==> src/sv/mwmc_pkg.sv <==
`timescale 1ns / 1ps

package mwmc_pkg;

    // Fixed widths of the word fields.
    localparam int WORD_W      = 32;
    localparam int BYTE_W      = 8;
    localparam int LANES       = 4;
    localparam int OFF_W       = 2;
    localparam int LEN_FIELD_W = 16;
    localparam int DIFF_W      = 9;

    // Byte offset codes within an aligned word.
    typedef enum logic [OFF_W-1:0] {
        OFF_0 = 2'd0,
        OFF_1 = 2'd1,
        OFF_2 = 2'd2,
        OFF_3 = 2'd3
    } offset_t;

    // What one byte lane reports to the merge stage.
    typedef struct packed {
        logic              hit;
        logic [DIFF_W-1:0] diff;
    } lane_result_t;

endpackage

==> src/sv/mwmc_align.sv <==
`timescale 1ns / 1ps

module mwmc_align
    import mwmc_pkg::*;
(
    input  logic [WORD_W-1:0] prev_word,
    input  logic [WORD_W-1:0] cur_word,
    input  logic [OFF_W-1:0]  offset,
    output logic [WORD_W-1:0] aligned_word
);

    // Funnel shift across the previous and current word; an aligned stream uses
    // the previous word as it is.
    always_comb begin
        unique case (offset_t'(offset))
            OFF_0:   aligned_word = prev_word;
            OFF_1:   aligned_word = {cur_word[BYTE_W-1:0], prev_word[WORD_W-1:BYTE_W]};
            OFF_2:   aligned_word = {cur_word[2*BYTE_W-1:0], prev_word[WORD_W-1:2*BYTE_W]};
            OFF_3:   aligned_word = {cur_word[3*BYTE_W-1:0], prev_word[WORD_W-1:3*BYTE_W]};
            default: aligned_word = prev_word;
        endcase
    end

endmodule

==> src/sv/mwmc_lane.sv <==
`timescale 1ns / 1ps

module mwmc_lane
    import mwmc_pkg::*;
(
    input  logic [BYTE_W-1:0] byte_a,
    input  logic [BYTE_W-1:0] byte_b,
    input  logic              enable,
    output lane_result_t      result
);

    // A lane reports a hit only when its byte still counts and the bytes differ.
    always_comb begin
        result.hit  = enable && (byte_a != byte_b);
        result.diff = {1'b0, byte_a} - {1'b0, byte_b};
    end

endmodule

==> src/sv/mwmc_merge.sv <==
`timescale 1ns / 1ps

module mwmc_merge
    import mwmc_pkg::*;
(
    input  lane_result_t [LANES-1:0] lane_results,
    output logic                     found,
    output logic [DIFF_W-1:0]        diff
);

    // The lowest lane in memory order that differs wins.
    always_comb begin
        found = 1'b0;
        diff  = '0;
        for (int k = LANES - 1; k >= 0; k--) begin
            if (lane_results[k].hit) begin
                found = 1'b1;
                diff  = lane_results[k].diff;
            end
        end
    end

endmodule

==> src/sv/misaligned_word_memory_compare_top.sv <==
`timescale 1ns / 1ps
// The deciding word's result goes to the output register, or to the skid entry.
// One word per cycle while s_ready is high; four byte lanes check each word pair.
// A two-entry output buffer keeps s_ready high while one result waits to be taken.
// Reset (aresetn low, synchronous) leaves the block idle with no result pending.

module misaligned_word_memory_compare_top
    import mwmc_pkg::*;
#(
    parameter int LENGTH_WIDTH = 16
) (
    input  logic                    aclk,
    input  logic                    aresetn,
    input  logic                    s_valid,
    output logic                    s_ready,
    input  logic                    s_first,
    input  logic [OFF_W-1:0]        s_offset_a,
    input  logic [OFF_W-1:0]        s_offset_b,
    input  logic [LEN_FIELD_W-1:0]  s_length,
    input  logic [WORD_W-1:0]       s_word_a,
    input  logic [WORD_W-1:0]       s_word_b,
    output logic                    m_valid,
    input  logic                    m_ready,
    output logic signed [DIFF_W-1:0] m_difference
);

    logic [WORD_W-1:0]       prev_a_reg, prev_a_next;
    logic [WORD_W-1:0]       prev_b_reg, prev_b_next;
    logic [LENGTH_WIDTH-1:0] remaining_reg, remaining_next;
    logic [OFF_W-1:0]        off_a_reg, off_a_next;
    logic [OFF_W-1:0]        off_b_reg, off_b_next;
    logic                    comparing_reg, comparing_next;

    logic                    out_valid_reg;
    logic [DIFF_W-1:0]       out_diff_reg;
    logic                    skid_valid_reg;
    logic [DIFF_W-1:0]       skid_diff_reg;

    logic [LEN_FIELD_W+LENGTH_WIDTH-1:0] length_ext;
    logic [LENGTH_WIDTH-1:0] length_in;
    logic                    accept;
    logic [WORD_W-1:0]       aligned_a;
    logic [WORD_W-1:0]       aligned_b;
    lane_result_t [LANES-1:0] lane_results;
    logic                    found;
    logic [DIFF_W-1:0]       found_diff;
    logic                    last_word;
    logic                    res_valid;
    logic [DIFF_W-1:0]       res_diff;

    // The length is taken modulo the counter width.
    assign length_ext = {{LENGTH_WIDTH{1'b0}}, s_length};
    assign length_in  = length_ext[LENGTH_WIDTH-1:0];

    assign s_ready = !skid_valid_reg;
    assign accept  = s_valid && s_ready;

    // Rebuild one compare word per stream.
    mwmc_align u_align_a (
        .prev_word    (prev_a_reg),
        .cur_word     (s_word_a),
        .offset       (off_a_reg),
        .aligned_word (aligned_a)
    );

    mwmc_align u_align_b (
        .prev_word    (prev_b_reg),
        .cur_word     (s_word_b),
        .offset       (off_b_reg),
        .aligned_word (aligned_b)
    );

    // One lane per byte; a lane counts only while bytes remain for it.
    for (genvar k = 0; k < LANES; k++) begin : g_lane
        mwmc_lane u_lane (
            .byte_a (aligned_a[k*BYTE_W +: BYTE_W]),
            .byte_b (aligned_b[k*BYTE_W +: BYTE_W]),
            .enable (remaining_reg > LENGTH_WIDTH'(k)),
            .result (lane_results[k])
        );
    end

    mwmc_merge u_merge (
        .lane_results (lane_results),
        .found        (found),
        .diff         (found_diff)
    );

    assign last_word = remaining_reg <= LENGTH_WIDTH'(LANES);

    // Comparison state and the result of the word in hand.
    always_comb begin
        prev_a_next    = prev_a_reg;
        prev_b_next    = prev_b_reg;
        remaining_next = remaining_reg;
        off_a_next     = off_a_reg;
        off_b_next     = off_b_reg;
        comparing_next = comparing_reg;
        res_valid      = 1'b0;
        res_diff       = '0;
        if (accept && s_first) begin
            if (length_in == '0) begin
                comparing_next = 1'b0;
                remaining_next = '0;
                res_valid      = 1'b1;
            end else begin
                prev_a_next    = s_word_a;
                prev_b_next    = s_word_b;
                off_a_next     = s_offset_a;
                off_b_next     = s_offset_b;
                remaining_next = length_in;
                comparing_next = 1'b1;
            end
        end else if (accept && comparing_reg) begin
            prev_a_next = s_word_a;
            prev_b_next = s_word_b;
            if (found) begin
                comparing_next = 1'b0;
                remaining_next = '0;
                res_valid      = 1'b1;
                res_diff       = found_diff;
            end else if (last_word) begin
                comparing_next = 1'b0;
                remaining_next = '0;
                res_valid      = 1'b1;
            end else begin
                remaining_next = remaining_reg - LENGTH_WIDTH'(LANES);
            end
        end
    end

    // State registers.
    always_ff @(posedge aclk) begin
        if (!aresetn) begin
            prev_a_reg    <= '0;
            prev_b_reg    <= '0;
            remaining_reg <= '0;
            off_a_reg     <= '0;
            off_b_reg     <= '0;
            comparing_reg <= 1'b0;
        end else begin
            prev_a_reg    <= prev_a_next;
            prev_b_reg    <= prev_b_next;
            remaining_reg <= remaining_next;
            off_a_reg     <= off_a_next;
            off_b_reg     <= off_b_next;
            comparing_reg <= comparing_next;
        end
    end

    // Output register with a skid entry behind it.
    always_ff @(posedge aclk) begin
        if (!aresetn) begin
            out_valid_reg  <= 1'b0;
            skid_valid_reg <= 1'b0;
        end else if (!out_valid_reg || m_ready) begin
            if (skid_valid_reg) begin
                out_valid_reg  <= 1'b1;
                out_diff_reg   <= skid_diff_reg;
                skid_valid_reg <= 1'b0;
            end else begin
                out_valid_reg <= res_valid;
                out_diff_reg  <= res_diff;
            end
        end else if (res_valid) begin
            skid_valid_reg <= 1'b1;
            skid_diff_reg  <= res_diff;
        end
    end

    assign m_valid      = out_valid_reg;
    assign m_difference = out_diff_reg;

endmodule

==> config.mk <==
export PLATFORM = sky130hd
export DESIGN_NAME = misaligned_word_memory_compare_top
export DESIGN_NICKNAME = d
export VERILOG_FILES = /design/src/sv/mwmc_pkg.sv /design/src/sv/mwmc_align.sv /design/src/sv/mwmc_lane.sv /design/src/sv/mwmc_merge.sv /design/src/sv/misaligned_word_memory_compare_top.sv
export SDC_FILE = /design/constraint.sdc
export NUM_CORES = 1
export LEC_CHECK = 0
export BUFFER_PORTS_ARGS = -buffer_cell sky130_fd_sc_hd__clkbuf_2
export CORE_MARGIN = 1
export CORE_UTILIZATION = 25
export CTS_CLUSTER_SIZE = 25
export DETAILED_ROUTE_END_ITERATION = 10
export SYNTH_ARGS = -nofsm -noshare
export SYNTH_HDL_FRONTEND = slang
export SYNTH_SLANG_ARGS = --single-unit
export TNS_END_PERCENT = 5
==> constraint.sdc <==
create_clock -name aclk -period 5.1 [get_ports aclk]
set_input_delay 1.02 -clock aclk [delete_from_list [all_inputs] [get_ports aclk]]
set_output_delay 1.02 -clock aclk [all_outputs]
set_load 0.02 [all_outputs]
After elaboration in Yosys (flattened, before gate mapping)
Index checks and enable logic that the tools add are counted.
Widths: inputs -> output; s select.
- order comparisons: 5
- bitwise gates (word level): 3
- eq/ne operators: 11
- mux-type cells: 36
- add/sub/neg operators: 5
- reductions and logical operators: 21
- operators with widths (kind ; count):
    $pmux 32 s4 ; 2
    $mux 32 ; 6
    $mux 16 ; 5
    $mux 9 ; 8
    $sub 8x8->9 ; 4
    $gt 16x1->1 const B ; 2
    $gt 16x2->1 const B ; 2
    $ne 8x8->1 ; 4
    $le 16x3->1 const B ; 1
    $logic_not 16->1 ; 1
    $sub 16x3->16 const B ; 1
    $mux 1 ; 15
    $eq 2x2->1 const B ; 4
    $reduce_and 2->1 ; 4
    $logic_and 1x1->1 ; 7
    $eq 2x1->1 const B ; 2
    $logic_not 2->1 ; 2
    $not 1->1 ; 3
    $reduce_and 3->1 ; 1
    $reduce_bool 3->1 ; 1
    $logic_not 1->1 ; 2
    $ne 2x2->1 const B ; 1
    $reduce_bool 2->1 ; 1
    $reduce_or 2->1 ; 1
    $logic_or 1x1->1 ; 1
- bits in registers: 105
- bits of input ports: 89

Logic depth before layout (Yosys ltp)
- depth in word-level cells: 12
- mapped depth: 15
- gate-level depth less buffers: 13

Hierarchy
A second synthesis with hierarchy kept.
- cell total of the unflattened synthesis: 827
- area, all modules: 7682.4 µm²
- by module, submodules not included (module ; instances ; area each (µm²) ; sequential area each (µm²) ; cells an instance):
    misaligned_word_memory_compare_top ; 1 ; 4139.0 ; 2282.2 ; 462
    mwmc_lane ; 4 ; 414.1 ; 0.0 ; 62
    mwmc_align ; 2 ; 814.5 ; 0.0 ; 39
    mwmc_merge ; 1 ; 257.7 ; 0.0 ; 39

Worst setup path before layout
OpenSTA, ideal clock, no wires.
- path type: flip-flop to flip-flop
- start: register off_a_reg[0]
- end: register skid_diff_reg[0], enable pin
- data arrival time: 3675 ps
- clock period less this slack: 4012 ps
- cell stages (with the launch flop): 12
- path slack: 1088 ps
- library setup time: 338 ps
- cells stage by stage: dfxtp_1 clkbuf_1 buf_1 mux4_2 ha_1 nand4_1 nor2_1 o221a_2 nand4_4 nor2_4 nor3_1 and3_1
- word-level cells in the longest chain between the ends: 12
- elaborated cells between the ends (all ways): 21
- those cells by class: 7 x eq/ne; 8 x mux; 6 x reduce/logical
- RTL lines (element ; line ; RTL):
    start: declaration ; misaligned_word_memory_compare_top.sv:30 ; logic [OFF_W-1:0] off_a_reg, off_a_next;
    start signal: assignment ; misaligned_word_memory_compare_top.sv:145 ; off_a_reg <= off_a_next;
    $eq 2x2->1 (tied with other cells) ; mwmc_align.sv:15 ; unique case (offset_t'(offset))
    $pmux 32 s4 (*) ; mwmc_align.sv:15 ;
    $ne 8x8->1 ; mwmc_lane.sv:14 ; result.hit = enable && (byte_a != byte_b);
    $logic_and 1x1->1 ; mwmc_lane.sv:14 ;
    $mux 1 (3 in series) ; mwmc_merge.sv:16 ; if (lane_results[k].hit) begin
    $mux 1 (*) ; mwmc_merge.sv:16 ;
    $mux 1 (*) ; misaligned_word_memory_compare_top.sv:117 ; if (found) begin
    $mux 1 (*) ; misaligned_word_memory_compare_top.sv:114 ; end else if (accept && comparing_reg) begin
    $mux 1 (*) ; misaligned_word_memory_compare_top.sv:101 ; if (accept && s_first) begin
    $reduce_and 3->1 (no source line) (*) ; n/a ;
    end signal: assignment ; misaligned_word_memory_compare_top.sv:167 ; skid_diff_reg <= res_diff;
    end: declaration ; misaligned_word_memory_compare_top.sv:37 ; logic [DIFF_W-1:0] skid_diff_reg;
Mark *: on every way between the ends. The rest lies on a longest branch, timed or not.
A chain may end at the register's enable or synchronous reset.

Final worst setup path
- start: register off_b_reg[1]
- end: register skid_diff_reg[1], enable pin
- word-level cells in the longest chain between the ends: 12
- elaborated cells between the ends (all ways): 21
- those cells by class: 7 x eq/ne; 8 x mux; 6 x reduce/logical
- RTL lines (element ; line ; RTL):
    start: declaration ; misaligned_word_memory_compare_top.sv:31 ; logic [OFF_W-1:0] off_b_reg, off_b_next;
    start signal: assignment ; misaligned_word_memory_compare_top.sv:146 ; off_b_reg <= off_b_next;
    $eq 2x2->1 (tied with other cells) ; mwmc_align.sv:15 ;
    $pmux 32 s4 (*) ; mwmc_align.sv:15 ;
    $ne 8x8->1 ; mwmc_lane.sv:14 ;
    $logic_and 1x1->1 ; mwmc_lane.sv:14 ;
    $mux 1 (3 in series) ; mwmc_merge.sv:16 ;
    $mux 1 (*) ; mwmc_merge.sv:16 ;
    $mux 1 (*) ; misaligned_word_memory_compare_top.sv:117 ;
    $mux 1 (*) ; misaligned_word_memory_compare_top.sv:114 ;
    $mux 1 (*) ; misaligned_word_memory_compare_top.sv:101 ;
    $reduce_and 3->1 (no source line) (*) ; n/a ;
Marked as above.

==> metrics.md <==
| Metric | Value |
|---|---|
| Yosys cell types | 69 |
| DRT Pass-1 Iters | 5 |
| Worst-path maximum fanout | 27 |
| Status | complete, no violations |
| Post-DP Area | approximately 8300 um2 |
| Cell area after layout | 8560 um2 |
| Die height | 174 um |
| CTS Hold Bufs | 0 |
| Maximum VDD drop | 0.162 mV |
| CP Launch Type | register |
| Routed Antenna Nets | 0 |
| Io pins | 100 |
| Clk pwr share | 0.265 |
| Fmax | about 250 MHz |
| Post-synth EDFFs | 18 |
| Synth Area in Compound Gates | 0.199 |
| Clock buffer depth | 2 |
| CTS H-tree depth | 3 |
| P_int | 1570 uW |
| Combinational Power Share | 0.360 |
| FFs w/ async S/R, synth | 0 |
| Layout cells sized above 1 | 0.208 |
| Final setup viols | 0 |
| Die Width | between 150 and 200 um |
| Switching Share | 0.361 |
| Placeable Area | between 20000 and 30000 um2 |
| Power density over the cells | 287 nW/um2 |
| Ant. Diodes | 0 |
| Clk sinks | around 110 |
| NetSw | 887 uW |
| Ys flop type | dfxtp_1 |
| Die area | 30400 um2 |
| Avg Synthesized Cell Area | 8.56 um2 |
| I/O Buffers | 99 |
| Main combinational cell family by area after synthesis | compound AO/OA/AOI/OAI gates |
| Clk_lat worst skew | 360 ps |
| CTS tree | yes |
| Global-route wire length before repair | 35900 um |
| Post-Syn Instances | 868 |
| Proportion of synthesized chip area in sequential cells | 0.307 |
| Vias in the first global route | around 6400 |
| Worst Hold Class | register to register |
| CP max stage delay | 730 ps |
| Area delta synth->final | 15.2% |
| Critical Path Sink Type | register |
| Fin nets | 1066 |
| Worst slew pin tran | approximately 930 ps |
| Ys Warns | 0 |
| Static leakage | 0.00327 uW |
| Grt ovf | 0 |
| Synth Register Bits | 105 |
| Row cnt | 62 |
| Layout fillers | 3100 |
| Routed via count | between 6000 and 7000 |
| GR Util All Layers | 0.152 |
| Utilization after layout | 0.296 |
| TNS Setup | 0 ps |
| Number of DRC markers in iteration 0 | approximately 500 |
| Routability cong. | approximately 0.92 |
| Delay-heaviest family, CP | simple AND/OR/NAND/NOR gates |
| Synthesized area | between 7000 and 8000 um2 |
| Dpl ws | about 890 ps |
| Clk slew on worst S/H paths | ~70 ps |
| Setup repair after global routing missed its margin | false |
| Clock Skew | approximately 15 ps |
| DR DRC count | 0 |
| Initial antenna violation count | 1 |
| Setup Crit Path Kind | register to register |
| Clock Tree Root | clkbuf_16 |
| Sequential power share | 0.376 |
| Count of final hold-check violations | 0 |
| CP max stage cell | dfxtp_2 |
| WP data required | 5120 ps |
| Slew headroom | 0.378 |
| Resize count post-CTS | 0 |
| Adder-cell share of the synthesized area | 0.0697 |
| CTS buffer count | 9 |
| Period Utilization, post-route | 0.800 |
| Dpl hpwl | 17900 um |
| Critical path data arrival time | 4100 ps |
| Number of max-slew violations in the final report | 0 |
| Vias per cell | 5.12 |
| WL final | 22900 um |
| Mux share of post-synthesis cell area | 0.158 |
| Buf+Inv Stages, Crit Path | 1 |
| Setup Fix Bufs, Post-CTS | 0 |
| Worst-path cell chain | buf_4 > mux2_2 > o21ai_0 > ha_1 > nand4_1 > nor4_1 > o221a_2 > nand4_4 > nor2_4 > nor3_1 > and3_1 |
| Min cycle time layout | 4080 ps |
| Setup WS post-layout | 1020 ps |
| Post-Synth XOR/XNOR Area | 0.0283 |
| DR WL/cell | 17.2 um |
| Largest net degree at the start of global routing | 48 |
| Net Count, Synth | roughly 1000 |
| Post-Synth Simple-Gate Area | 0.188 |
| Starting Density | 0.257 |
| Maxcap violations | 0 |
-- cells in the final DEF, fill, tap and decap left out, types with 4 or more instances in the layout --
cell type  count
xnor2_1       17
a221oi_1       8
mux4_2        34
xor2_1         7
a31oi_1        4
o21a_1         7
mux2_2        11
nor3_1        16
and3_1         4
fa_1           4
a21o_1        12
nand3_1        8
o21bai_1       4
dfxtp_1       84
nand4_1       11
clkbuf_2      99
ha_1          35
a32oi_1        5
buf_4         14
clkbuf_16      9
nor4_1        11
mux2i_1       28
inv_1         39
or2_2          5
nor2_1        37
edfxtp_1      18
o21ai_1        6
nor2b_1       18
a211oi_1      16
and2_1         6
o21ai_0       27
nand2_1      164
o22ai_1        9
a21oi_1      104
-- routing by layer --
layer / routed length, um / vias up / share of wire / track usage
li1: - / 3292 / - / -
met5: 9 / - / 0.00039 / 0
met2: 10600 / 194 / 0.46 / 0.237
met3: 1220 / 35 / 0.053 / 0.0230
met1: 10300 / 3276 / 0.45 / 0.205
met4: 705 / 2 / 0.031 / 0.0676
-- kinds of logic (layout without fill, tap and decap cells) --
logic type | Yosys count | in the layout
adders and majority gates | 39 | 39
buffers and inverters | 94 | 169
and+or+nand+nor | 299 | 299
xor gates and xnor gates | 24 | 24
DFF | 105 | 105
AOI/OAI and AO/OA | 234 | 234
muxes | 73 | 73
-- Yosys cell counts, types with 18 or more instances --
| cell type | instances | area share |
|---|---|---|
| a21oi_1 | 104 | 0.070 |
| mux4_2 | 34 | 0.10 |
| o21ai_0 | 28 | 0.019 |
| nand2_1 | 165 | 0.083 |
| mux2i_1 | 28 | 0.038 |
| dfxtp_1 | 87 | 0.23 |
| ha_1 | 35 | 0.059 |
| nor2b_1 | 18 | 0.015 |
| edfxtp_1 | 18 | 0.073 |
| inv_1 | 40 | 0.020 |
| nor2_1 | 37 | 0.019 |
| clkbuf_1 | 43 | 0.022 |
-- final cells by class --
class / instances / area, um2 / area share
clock buffers: 11 / 233 / 0.0272
well taps: 384 / 480 / 0.0562
flip-flops and latches: 105 / 2290 / 0.267
repair buffers: 113 / 601 / 0.0702
inverters: 40 / 150 / 0.0175
clock inverters: 5 / 32.5 / 0.00380
multi-input cells: 669 / 4770 / 0.558
-- worst paths after layout --
kind,from,to,slack (ps),cells past startpoint
max reg2reg,off_b_reg[1],skid_diff_reg[1],1020,11
min reg2reg,prev_a_reg[7],prev_a_reg[7],450,2
max,off_b_reg[1],skid_diff_reg[1],1020,11
min,prev_a_reg[7],prev_a_reg[7],450,2
-- power groups by stage --
stage	clock network [uW]	logic, uW	registers [uW]
CTS	667	878	922
detailed placement	0	872	941
global placement	0	871	940
finish	650	884	922
global route	694	964	928
floorplan	0	633	928
-- through the flow --
stage	hold WS (ps)	total power [uW]	instances
finish	451	2460	1327
global route	465	2590	1327
CTS	453	2470	1327
detailed placement	444	1810	1311
global placement	437	1810	1311
floorplan	429	1560	868
-- worst min-delay path, delay by kind of cell, from the launching register on --
kind / cells / cell delay [ps]
flip-flops: 1 / 310
AND/OR/NAND/NOR: 1 / 50
AO/OA/AOI/OAI: 1 / 50
No activity file was read; power rests on OpenSTA's default activity.
